==> config.mk <==
export PLATFORM = sky130hd
export DESIGN_NAME = delta_index_encoder_core
export DESIGN_NICKNAME = d
export VERILOG_FILES = /design/src/hdl/dix_pkg.sv /design/src/hdl/dix_front.sv /design/src/hdl/dix_queue.sv /design/src/hdl/dix_back.sv /design/src/hdl/delta_index_encoder_core.sv
export SDC_FILE = /design/constraint.sdc
export NUM_CORES = 1
export LEC_CHECK = 0
export BUFFER_PORTS_ARGS = -buffer_cell sky130_fd_sc_hd__buf_2
export CORE_UTILIZATION = 47
export DETAILED_ROUTE_END_ITERATION = 8
export GPL_TIMING_DRIVEN = 0
export HOLD_SLACK_MARGIN = 0.15
export PLACE_DENSITY = 0.64
export SETUP_SLACK_MARGIN = 0.3
export SYNTH_ARGS = -nofsm -noshare
export SYNTH_HDL_FRONTEND = slang
export SYNTH_SLANG_ARGS = --single-unit
export TNS_END_PERCENT = 50
==> constraint.sdc <==
create_clock -name clk -period 7.3 [get_ports clk]
set_clock_uncertainty 0.05 [all_clocks]
set_input_delay 1.825 -clock clk [delete_from_list [all_inputs] [get_ports clk]]
set_output_delay 1.825 -clock clk [all_outputs]
set_load 0.005 [all_outputs]
==> src/hdl/dix_pkg.sv <==
package dix_pkg;

	// Bytes in the longest encoding: prefix, escape, flag byte, three magnitude bytes
	localparam int unsigned JobBytes   = 6;
	localparam int unsigned LenW       = 3;
	localparam int unsigned QueueDepth = 4;

	localparam logic [7:0]  DoneByte     = 8'h00;
	localparam logic [7:0]  NegPrefix    = 8'hff;
	localparam logic [7:0]  EscByte      = 8'hfe;
	localparam logic [7:0]  LongFlag     = 8'h80;
	localparam logic [31:0] ShortLimit   = 32'h0000_00fe;
	localparam logic [31:0] MidLimit     = 32'h0000_7fff;
	localparam logic [31:0] DoneIndex    = 32'hffff_ffff;
	localparam logic [31:0] LastPosReset = 32'hffff_ffff;
	localparam logic [31:0] LastNegReset = 32'h0000_0001;

	// One encoded index: bytes in send order, len counts valid bytes (1..6)
	typedef struct packed {
		logic [JobBytes-1:0][7:0] data;
		logic [LenW-1:0]          len;
	} dix_job_t;

endpackage

==> src/hdl/dix_front.sv <==
module dix_front (
	input  logic                clk,
	input  logic                arst_n,
	input  logic                accept,
	input  logic [31:0]         index_value,
	output dix_pkg::dix_job_t   job
);

	logic [31:0] last_pos_q;
	logic [31:0] last_neg_q;

	logic              is_done;
	logic              is_neg;
	logic [31:0]       mag;
	logic [31:0]       diff;
	logic              diff_short;
	logic              diff_long;
	logic [7:0]        tail [dix_pkg::JobBytes];
	logic [dix_pkg::LenW-1:0] tail_len;

	assign is_done = (index_value == dix_pkg::DoneIndex);
	assign is_neg  = index_value[31];
	assign mag     = is_neg ? (32'd0 - index_value) : index_value;
	assign diff    = mag - (is_neg ? last_neg_q : last_pos_q);

	assign diff_short = !diff[31] && (diff != 32'd0) && (diff < dix_pkg::ShortLimit);
	assign diff_long  = diff[31] || (diff > dix_pkg::MidLimit);

	always_comb begin
		for (int i = 0; i < dix_pkg::JobBytes; i++) begin
			tail[i] = dix_pkg::DoneByte;
		end
		if (diff_short) begin
			tail[0]  = diff[7:0];
			tail_len = dix_pkg::LenW'(1);
		end else if (diff_long) begin
			tail[0]  = dix_pkg::EscByte;
			tail[1]  = mag[31:24] | dix_pkg::LongFlag;
			tail[2]  = mag[7:0];
			tail[3]  = mag[15:8];
			tail[4]  = mag[23:16];
			tail_len = dix_pkg::LenW'(5);
		end else begin
			tail[0]  = dix_pkg::EscByte;
			tail[1]  = diff[15:8];
			tail[2]  = diff[7:0];
			tail_len = dix_pkg::LenW'(3);
		end
	end

	always_comb begin
		job = '0;
		if (is_done) begin
			job.data[0] = dix_pkg::DoneByte;
			job.len     = dix_pkg::LenW'(1);
		end else if (is_neg) begin
			job.data[0] = dix_pkg::NegPrefix;
			for (int i = 1; i < dix_pkg::JobBytes; i++) begin
				job.data[i] = tail[i-1];
			end
			job.len = tail_len + dix_pkg::LenW'(1);
		end else begin
			for (int i = 0; i < dix_pkg::JobBytes; i++) begin
				job.data[i] = tail[i];
			end
			job.len = tail_len;
		end
	end

	// Done marker leaves both references alone
	always_ff @(posedge clk or negedge arst_n) begin
		if (!arst_n) begin
			last_pos_q <= dix_pkg::LastPosReset;
			last_neg_q <= dix_pkg::LastNegReset;
		end else if (accept && !is_done) begin
			if (is_neg) begin
				last_neg_q <= mag;
			end else begin
				last_pos_q <= mag;
			end
		end
	end

endmodule

==> src/hdl/dix_queue.sv <==
module dix_queue #(
	parameter int unsigned Depth = dix_pkg::QueueDepth
) (
	input  logic              clk,
	input  logic              arst_n,
	input  logic              wr_en,
	input  dix_pkg::dix_job_t wr_job,
	output logic              full,
	input  logic              rd_en,
	output dix_pkg::dix_job_t rd_job,
	output logic              head_valid
);

	localparam int unsigned PtrW = (Depth > 1) ? $clog2(Depth) : 1;
	localparam int unsigned CntW = $clog2(Depth + 1);

	dix_pkg::dix_job_t mem_q [Depth];
	logic [PtrW-1:0]   wr_ptr_q;
	logic [PtrW-1:0]   rd_ptr_q;
	logic [CntW-1:0]   cnt_q;

	assign full       = (cnt_q == CntW'(Depth));
	assign head_valid = (cnt_q != '0);
	assign rd_job     = mem_q[rd_ptr_q];

	always_ff @(posedge clk) begin
		if (wr_en) begin
			mem_q[wr_ptr_q] <= wr_job;
		end
	end

	always_ff @(posedge clk or negedge arst_n) begin
		if (!arst_n) begin
			wr_ptr_q <= '0;
			rd_ptr_q <= '0;
			cnt_q    <= '0;
		end else begin
			if (wr_en) begin
				wr_ptr_q <= (wr_ptr_q == PtrW'(Depth - 1)) ? '0 : wr_ptr_q + PtrW'(1);
			end
			if (rd_en) begin
				rd_ptr_q <= (rd_ptr_q == PtrW'(Depth - 1)) ? '0 : rd_ptr_q + PtrW'(1);
			end
			if (wr_en && !rd_en) begin
				cnt_q <= cnt_q + CntW'(1);
			end else if (rd_en && !wr_en) begin
				cnt_q <= cnt_q - CntW'(1);
			end
		end
	end

	a_ptrs_meet: assert property (@(posedge clk) disable iff (!arst_n)
		((cnt_q == '0) || (cnt_q == CntW'(Depth))) |-> (wr_ptr_q == rd_ptr_q))
		else $error("queue pointers disagree with occupancy");

	a_head_len: assert property (@(posedge clk) disable iff (!arst_n)
		head_valid |-> ((rd_job.len != '0) && (rd_job.len <= dix_pkg::LenW'(dix_pkg::JobBytes))))
		else $error("queued job has a bad byte count");

endmodule

==> src/hdl/dix_back.sv <==
module dix_back (
	input  logic              clk,
	input  logic              arst_n,
	input  dix_pkg::dix_job_t head,
	input  logic              head_valid,
	output logic              deq,
	output logic              empty,
	input  logic              pop,
	output logic [7:0]        out_byte,
	output logic              last_byte
);

	logic [dix_pkg::LenW-1:0] ptr_q;
	logic                     out_valid_q;
	logic [7:0]               out_byte_q;
	logic                     last_byte_q;
	logic                     load;
	logic                     at_last;

	assign load    = head_valid && (!out_valid_q || pop);
	assign at_last = (ptr_q == head.len - dix_pkg::LenW'(1));
	assign deq     = load && at_last;

	assign empty     = !out_valid_q;
	assign out_byte  = out_byte_q;
	assign last_byte = last_byte_q;

	always_ff @(posedge clk) begin
		if (load) begin
			out_byte_q  <= head.data[ptr_q];
			last_byte_q <= at_last;
		end
	end

	always_ff @(posedge clk or negedge arst_n) begin
		if (!arst_n) begin
			ptr_q       <= '0;
			out_valid_q <= 1'b0;
		end else begin
			if (load) begin
				out_valid_q <= 1'b1;
				ptr_q       <= at_last ? '0 : ptr_q + dix_pkg::LenW'(1);
			end else if (pop) begin
				out_valid_q <= 1'b0;
			end
		end
	end

	a_ptr_in_job: assert property (@(posedge clk) disable iff (!arst_n)
		head_valid |-> (ptr_q < head.len))
		else $error("byte pointer beyond head job");

	a_mid_job_head: assert property (@(posedge clk) disable iff (!arst_n)
		(ptr_q != '0) |-> head_valid)
		else $error("head job vanished mid-transfer");

endmodule

==> src/hdl/delta_index_encoder_core.sv <==
// First byte of an index reaches out_byte through the job queue and then the output register.
// Throughput: one output byte per cycle while pop is held and jobs are queued; an index is 1 to 6 bytes,
//   sent one at a time through the single-byte output register in the serializer.
// Input accepts every cycle while the job queue (QUEUE_DEPTH entries) has room.
// Reset (arst_n low, async): queue and output empty, last positive index = -1,
//   last negative magnitude = 1.
module delta_index_encoder_core #(
	parameter int unsigned QUEUE_DEPTH = dix_pkg::QueueDepth
) (
	input  logic        clk,
	input  logic        arst_n,
	input  logic        push,
	output logic        full,
	input  logic [31:0] index_value,
	output logic        empty,
	input  logic        pop,
	output logic [7:0]  out_byte,
	output logic        last_byte
);

	// Front: classifies the index (done marker, positive, negative), takes the
	// difference against the matching reference and builds the byte list.
	// References update at the input transfer, so back-to-back indices chain.
	dix_pkg::dix_job_t front_job;
	dix_pkg::dix_job_t head_job;
	logic              accept;
	logic              head_valid;
	logic              deq;

	assign accept = push && !full;

	dix_front u_front (
		.clk         (clk),
		.arst_n      (arst_n),
		.accept      (accept),
		.index_value (index_value),
		.job         (front_job)
	);

	// Job queue decouples classification from the byte-serial back end.
	dix_queue #(
		.Depth (QUEUE_DEPTH)
	) u_queue (
		.clk        (clk),
		.arst_n     (arst_n),
		.wr_en      (accept),
		.wr_job     (front_job),
		.full       (full),
		.rd_en      (deq),
		.rd_job     (head_job),
		.head_valid (head_valid)
	);

	// Back: walks the head job one byte per transfer, flags the final byte,
	// and holds the current byte in an output register until popped.
	dix_back u_back (
		.clk        (clk),
		.arst_n     (arst_n),
		.head       (head_job),
		.head_valid (head_valid),
		.deq        (deq),
		.empty      (empty),
		.pop        (pop),
		.out_byte   (out_byte),
		.last_byte  (last_byte)
	);

endmodule

==> results of run 1 <==
## sequential cells by signal, summed over array words and instances (netlist names), 2 cells and up
signal	count
u_queue.mem_q	204
u_queue.wr_ptr_q	2
u_queue.cnt_q	3
u_queue.rd_ptr_q	2
u_front.last_pos_q	32
u_front.last_neg_q	32
u_back.ptr_q	3
u_back.out_byte	8
## per-stage QoR
stage	instance area (um^2)	hold slack, ns	setup TNS (ns)
6_report	18500	0.437	0
5_1_grt	18500	0.441	0
3_5_place_dp	16500	0.426	-298.48
2_1_floorplan	15700	0.406	0
3_3_place_gp	16400	0.420	-303.14
4_1_cts	17800	0.435	0
## area by class of cell
type / count / share of cell area (%)
Tap cell: 442 / 2.99
Inverter: 66 / 1.39
Clock inverter: 20 / 1.01
Multi-Input combinational cell: 822 / 39.4
Sequential cell: 288 / 44.9
Clock buffer: 37 / 4.31
Timing Repair Buffer: 78 / 3.18
Buffer: 76 / 2.79
## cells by family (layout without fill, tap and decap cells)
kind of cell | after synthesis | in the layout | synth area share, %
AOI/OAI and AO/OA | 259 | 259 | 11.0
muxes | 149 | 149 | 14.6
DFF | 288 | 288 | 53.3
and+or+nand+nor | 292 | 292 | 9.53
xor gates and xnor gates | 84 | 84 | 4.98
buffers and inverters | 142 | 277 | 3.48
adders and majority gates | 38 | 38 | 3.13
## what timing repair did
item                                    in CTS  in global routing
setup buffers                               11                 33
pin swaps                                   12                 32
resized for setup                           63                114
endpoints found under the setup margin     200                200
## cells in the final DEF, fill, tap and decap left out, drive strengths merged, types with 33 or more instances in the layout
cell type    n
dfstp       33
mux2i       49
clkbuf      79
xnor2       42
buf        112
mux2        41
dfrtp       42
nand2       68
nor2        89
edfxtp     213
a21oi       82
xor2        39
o21ai       42
inv         64
ha          35
mux4        59
## critical path: cells and delay by family
| family | cells | cell delay [ns] |
|---|---|---|
| compound gates | 9 | 2.54 |
| xor+xnor | 1 | 0.21 |
| buf+inv | 8 | 1.33 |
| simple gates | 4 | 0.90 |
| fa+ha+maj | 1 | 0.28 |
## path summary, 6_finish.rpt
path	startpoint	endpoint	cells past startpoint
hold reg to reg	u_front.last_pos_q[31]	u_front.last_pos_q[31]	1
hold / removal	u_front.last_pos_q[31]	u_front.last_pos_q[31]	1
setup reg to reg	u_queue.rd_ptr_q[0]	u_queue.cnt_q[1]	14
min in group asynchronous	arst_n	u_front.last_neg_q[7]	1
max in group asynchronous	arst_n	u_front.last_pos_q[28]	2
setup / recovery	index_value[1]	u_queue.mem_q[0][35]	23
## power by group through the flow
stage / Combinational [mW] / Clock, mW / Sequential [mW]
CTS: 2.68 / 1.56 / 2.41
global placement: 2.54 / 0 / 2.44
floorplan: 1.87 / 0 / 2.41
detailed placement: 2.59 / 0 / 2.44
finish: 2.83 / 1.53 / 2.41
global route: 3.06 / 1.63 / 2.46
## layer usage
| metal | share of wire, % | vias up |
|---|---|---|
| li1 | - | 4996 |
| met1 | 44 | 5561 |
| met4 | 3.7 | 0 |
| met2 | 47 | 400 |
| met5 | 0 | - |
| met3 | 5.6 | 91 |
==> impl_metrics.env, run 1 <==
export IMPL_status="completed"
export IMPL_worstMarginPinSlew_ns=1.26
export IMPL_cp_cell_sequence="clkbuf_4, or4_4, buf_12, o41ai_4, xor2_1, buf_4, inv_1, ha_4, buf_4, nand4_1, a211oi_2, o31ai_1, a21o_1, a211o_1, a2111oi_4, nor3_2, buf_4, o31ai_1, a2111oi_4, nand4_1, buf_6, clkbuf_2, a21boi_1"
export IMPL_multi_input_area_um2=7290
export IMPL_syn2layout_area_growth_pct=18.6
export IMPL_crit_top_cell="buf_4"
export IMPL_route_detailed_drc=0
export IMPL_fin_cells=1829
export IMPL_nets=1436
export IMPL_synth_cells=1252
export IMPL_regArea_um2=8310
export IMPL_syn_nets=1325
export IMPL_power_mw=6.77
export IMPL_ys_warn_count=0
export IMPL_yosysUniqueCellTypes=76
export IMPL_p_int_mw=4.34
export IMPL_finalSetupViolCount=0
export IMPL_grt_usage_pct=25.7
export IMPL_vias=11048
export IMPL_drt_total_wl_mm=43.0
export IMPL_dp_slack_ns=-2.00
export IMPL_num_fill_cells=2633
export IMPL_wire_per_inst_um=23.5
export IMPL_p_leak_nw=6.78
export IMPL_place_congestion=0.960
export IMPL_antenna_found_initial=0
export IMPL_synth_edf_count=213
export IMPL_holdBufCountCts=0
export IMPL_drt_first_pass_iters=6
export IMPL_tritoncts="built"
export IMPL_layout_drive_gt1_share_pct=27.0
export IMPL_cp_max_fo=10
export IMPL_yosys_most_used_dff="edfxtp_1"
export IMPL_start_util_pct=47.8
export IMPL_fin_crit_ns=6.86
export IMPL_io_buffers=31
export IMPL_num_rows=66
export IMPL_drv_cap=0
export IMPL_clkPwrFrac_pct=22.6
export IMPL_io_pins=47
export IMPL_ff2ff_setup_slack_ns=1.20
export IMPL_antennaDiodeCount=0
export IMPL_clock_latency_ns=0.60
export IMPL_synthTopCellsByCount="edfxtp_1 (213), nor2_1 (89), a21oi_1 (82)"
export IMPL_ant_nets=0
export IMPL_die_w_um=184
export IMPL_crit_arrival_ns=7.11
export IMPL_hp_class="reg -> reg"
export IMPL_hold_viol_final=0
export IMPL_cts_sinks=288
export IMPL_grt_pass1_vias=10694
export IMPL_dp_cells=1728
export IMPL_fmax_ghz=0.146
export IMPL_p_per_area_nw_per_um2=366
export IMPL_async_reset_ff_share_pct=26.0
export IMPL_cts_buffers=31
export IMPL_cp_start_kind="input pin"
export IMPL_die_y_um=184
export IMPL_ir_worst_vdd_mv=0.235
export IMPL_yosys_area_top_type="edfxtp_1"
export IMPL_rsz0062_at_grt="true"
export IMPL_use_met1_pct=35.9
export IMPL_slew_violations=0
export IMPL_fin_util_pct=56.7
export IMPL_clk_pin_slew_worst_paths_ns=0.06
export IMPL_switching_power_mw=2.44
export IMPL_ys_seq_area_share_pct=53.3
export IMPL_worstPathRequired_ns=7.54
export IMPL_period_share_pct=94.0
export IMPL_grt_pass1_wl_mm=64.6
export IMPL_clockBufferDepth=3
export IMPL_avgSynthCellArea_um2=12.5
export IMPL_root_buffer="clkbuf_16"
export IMPL_switching_share_pct=36.0
export IMPL_dp_hpwl_mm=30.1
export IMPL_drt_iter0_markers=1031
export IMPL_syn_area_um2=15600
export IMPL_cp_slowest_cell="or4_4"
export IMPL_synth_top_cell_area_share_pct=41.0
export IMPL_gr_total_overflow=0
export IMPL_cts_htree_levels=1
export IMPL_worst_slack_ns=0.435
export IMPL_core_area_um2=32600
export IMPL_grt_use_met3_pct=3.36
export IMPL_yosysMostFrequentCell="edfxtp_1"
export IMPL_grtUsageMet2_pct=41.2
export IMPL_busiest_layer="met2"
export IMPL_pwr_share_comb_pct=41.8
export IMPL_ys_ff_latch=288
export IMPL_maxSlewHeadroom_pct=15.0
export IMPL_grt_max_degree=58
export IMPL_critPathKind="in -> reg"
export IMPL_slowest_delay_ns=0.56
export IMPL_cp_end_kind="flip-flop"
export IMPL_die_area_um2=33900
export IMPL_synth_area_top_cells="edfxtp_1 (41%), mux4_2 (8.5%), dfrtp_1 (6.7%), dfstp_2 (5.6%), mux2i_1 (3.1%)"
export IMPL_viasPerCell=6.04
export IMPL_p_seq_share_pct=35.6
Note: power is estimated with default switching activity, not from simulation.
==> run 2: changes to the inputs <==
--- a/config.mk
+++ b/config.mk
@@ -5,6 +5,7 @@
 export SDC_FILE = /design/constraint.sdc
 export NUM_CORES = 1
 export LEC_CHECK = 0
+export ABC_AREA = 1
 export BUFFER_PORTS_ARGS = -buffer_cell sky130_fd_sc_hd__buf_2
 export CORE_UTILIZATION = 47
 export DETAILED_ROUTE_END_ITERATION = 8
==> run 2 against run 1 <==
- wire length up 20%
- power down 2.8%
- combinational power down 3%
- non-clock buffer count down 23
- critical path type unchanged
- first-iteration DRC count up 26%
- global-route usage up 3.7 points
- final area down 1.8%
- maximum frequency up 0.95%
- critical endpoint is now u_queue.mem_q[2][7]
- count of clock-buffer cells in the layout up 4
==> impl_metrics.env, run 2 <==
export IMPL_ir_worst_vdd_mv=0.222
export IMPL_yosys_area_top_type="edfxtp_1"
export IMPL_worstPathRequired_ns=7.48
export IMPL_maxSlewHeadroom_pct=14.4
export IMPL_layout_drive_gt1_share_pct=11.3
export IMPL_fin_crit_ns=6.80
export IMPL_power_mw=6.58
export IMPL_io_pins=47
export IMPL_fin_cells=2448
export IMPL_cp_startpoint="index_value[31]"
export IMPL_synth_area_top_cells="edfxtp_1 (40%), nand2_1 (11%), dfrtp_1 (6.5%), o21ai_0 (5.8%), dfstp_2 (5.4%)"
export IMPL_antennaDiodeCount=0
export IMPL_crit_top_cell="nand2_1"
export IMPL_slowest_delay_ns=0.34
export IMPL_syn_area_um2=16200
export IMPL_clock_latency_ns=0.55
export IMPL_drv_cap=0
export IMPL_dp_slack_ns=-0.688
export IMPL_regToRegEndpoint="u_queue.cnt_q[1]"
export IMPL_gr_total_overflow=0
export IMPL_largest_reg_flops=204
export IMPL_ys_seq_area_share_pct=51.4
export IMPL_dp_cells=2395
export IMPL_async_reset_ff_share_pct=26.0
export IMPL_synth_cells=1893
export IMPL_clockBufferDepth=3
export IMPL_syn2layout_area_growth_pct=12.4
export IMPL_fin_hold_ws_ns=0.414
export IMPL_status="completed"
export IMPL_route_detailed_drc=0
export IMPL_worst_slack_ns=0.500
export IMPL_mostFrequentLayoutCells="nand2_1 (485), edfxtp_1 (213), nor2_1 (197)"
export IMPL_grt_max_degree=66
export IMPL_drt_total_wl_mm=51.6
export IMPL_dp_hpwl_mm=39.0
export IMPL_yosysUniqueCellTypes=47
export IMPL_p_leak_nw=7.66
export IMPL_die_y_um=187
export IMPL_drt_first_pass_iters=5
export IMPL_ff2ff_setup_slack_ns=2.56
export IMPL_yosys_most_used_dff="edfxtp_1"
export IMPL_wire_per_inst_um=21.1
export IMPL_hold_viol_final=0
export IMPL_clk_pin_slew_worst_paths_ns=0.06
export IMPL_drt_iter0_markers=1303
export IMPL_layout_commonest_cell="nand2_1"
export IMPL_ys_warn_count=0
export IMPL_ys_ff_latch=288
export IMPL_reg_top3="u_queue.mem_q x204, u_front.last_neg_q x32, u_front.last_pos_q x32"
export IMPL_cts_htree_levels=1
export IMPL_grt_usage_pct=29.4
export IMPL_start_util_pct=48.0
export IMPL_num_fill_cells=3120
export IMPL_ant_nets=0
export IMPL_largest_register="u_queue.mem_q"
export IMPL_viasPerCell=5.75
export IMPL_rr_worst_depth=18
export IMPL_cp_slowest_cell="mux2i_1"
export IMPL_cts_sinks=288
export IMPL_num_rows=67
export IMPL_vias=14067
export IMPL_avgSynthCellArea_um2=8.54
export IMPL_reg2reg_from="u_queue.rd_ptr_q[0]"
export IMPL_grt_pass1_wl_mm=78.8
export IMPL_slew_violations=0
export IMPL_place_congestion=0.982
export IMPL_cts_buffers=29
export IMPL_worstMarginPinSlew_ns=1.28
export IMPL_hp_class="reg -> reg"
export IMPL_min_from="u_front.last_pos_q[28]"
export IMPL_cp_max_fo=10
export IMPL_fmax_ghz=0.147
export IMPL_finalSetupViolCount=0
export IMPL_cp_end_kind="flip-flop"
export IMPL_synth_top_cell_area_share_pct=39.6
export IMPL_antenna_found_initial=0
export IMPL_synthTopCellsByCount="nand2_1 (485), edfxtp_1 (213), nor2_1 (201)"
export IMPL_root_buffer="clkbuf_16"
export IMPL_p_per_area_nw_per_um2=363
export IMPL_min_delay_worst_endpoint="u_front.last_pos_q[28]"
export IMPL_crit_arrival_ns=6.98
export IMPL_io_buffers=45
export IMPL_synth_edf_count=213
export IMPL_rsz0062_at_grt="false"
export IMPL_syn_nets=1966
export IMPL_holdBufCountCts=0
export IMPL_yosysMostFrequentCell="nand2_1"
export IMPL_core_area_um2=33700
export IMPL_multi_input_area_um2=6830
export IMPL_nets=2051
export IMPL_die_w_um=187
export IMPL_cp_start_kind="input pin"
export IMPL_hold_depth=2
export IMPL_tritoncts="built"
export IMPL_fin_util_pct=53.9
export IMPL_critPathKind="in -> reg"
export IMPL_period_share_pct=93.2
export IMPL_grt_pass1_vias=13605
export IMPL_regArea_um2=8310
export IMPL_die_area_um2=35100
## run 2: cell types whose count changed in the layout (fill, tap and decap cells not counted), moves of 23 or more
cell,delta
mux2i_1,-28
mux4_2,-59
o221ai_1,+31
a21oi_1,-46
nand4_1,+29
inv_1,+106
nand3_1,+118
clkbuf_1,+23
xnor2_1,-32
buf_4,-43
nor2_1,+109
nand2_1,+419
mux2_2,-41
o21ai_0,+151
## run 2: metal layers
| metal | up-vias | share of wire (%) | track usage, % | wire length (um) |
|---|---|---|---|---|
| met5 | - | 0 | 0 | 0 |
| met4 | 0 | 5.4 | 14.7 | 2800 |
| met3 | 153 | 7.5 | 4.22 | 3850 |
| met2 | 615 | 47 | 48.9 | 24000 |
| met1 | 6690 | 41 | 37.6 | 21000 |
| li1 | 6609 | - | - | - |
## run 2: logic make-up (layout without fill, tap and decap cells)
kind of cell / Yosys count / count (layout) / synth area share (%)
and+or+nand+nor: 942 / 942 / 25.3
AOI/OAI and AO/OA: 309 / 309 / 11.0
DFF: 288 / 288 / 51.4
buffers and inverters: 267 / 374 / 6.50
adders and majority gates: 37 / 37 / 2.96
xor gates and xnor gates: 34 / 34 / 1.84
muxes: 16 / 16 / 0.991
## run 2: worst max path at each step
stage                           end  slack [ns]  cells past startpoint
5_1_grt         u_queue.mem_q[2][7]        0.30                     29
3_5_place_dp    u_queue.mem_q[1][7]       -0.69                     28
6_report        u_queue.mem_q[2][7]        0.50                     29
4_1_cts         u_queue.mem_q[2][7]        0.44                     29
2_1_floorplan  u_queue.mem_q[0][23]        1.26                     33
3_3_place_gp    u_queue.mem_q[3][5]       -0.65                     28
## run 2: worst max-delay path, delay by kind of cell
kind	cells	cell delay, ns
AO/OA/AOI/OAI	3	0.46
adder cells (fa/ha/maj)	1	0.32
buffers and inverters	7	1.86
multiplexers	1	0.34
AND/OR/NAND/NOR	17	2.12
## run 2: cell type report
class / count / area share (%)
tap: 448 / 3.09
timing repair buffer: 54 / 2.45
multi-input combinational: 1338 / 37.6
inverter: 190 / 3.93
buffer: 77 / 1.92
clock inverter: 12 / 0.799
sequential: 288 / 45.8
clock buffer: 41 / 4.41
## run 2: what timing repair did
item,CTS,global route
endpoints found under the setup margin,200,152
gates cloned,0,0
buffers inserted,0,0
gates resized for setup,2,10
## run 2: power breakdown
part           internal (mW)  switching [mW]
sequential              2.22           0.130
combinational          0.814            1.93
clock                  0.869           0.621
total                   3.91            2.68
## run 2: through the flow
| stage | TNS (ns) | cell area [um^2] |
|---|---|---|
| finish | 0 | 18200 |
| global route | 0 | 18200 |
| CTS | 0 | 18100 |
| detailed placement | -112.78 | 17200 |
| global placement | -103.09 | 17000 |
| floorplan | 0 | 16200 |
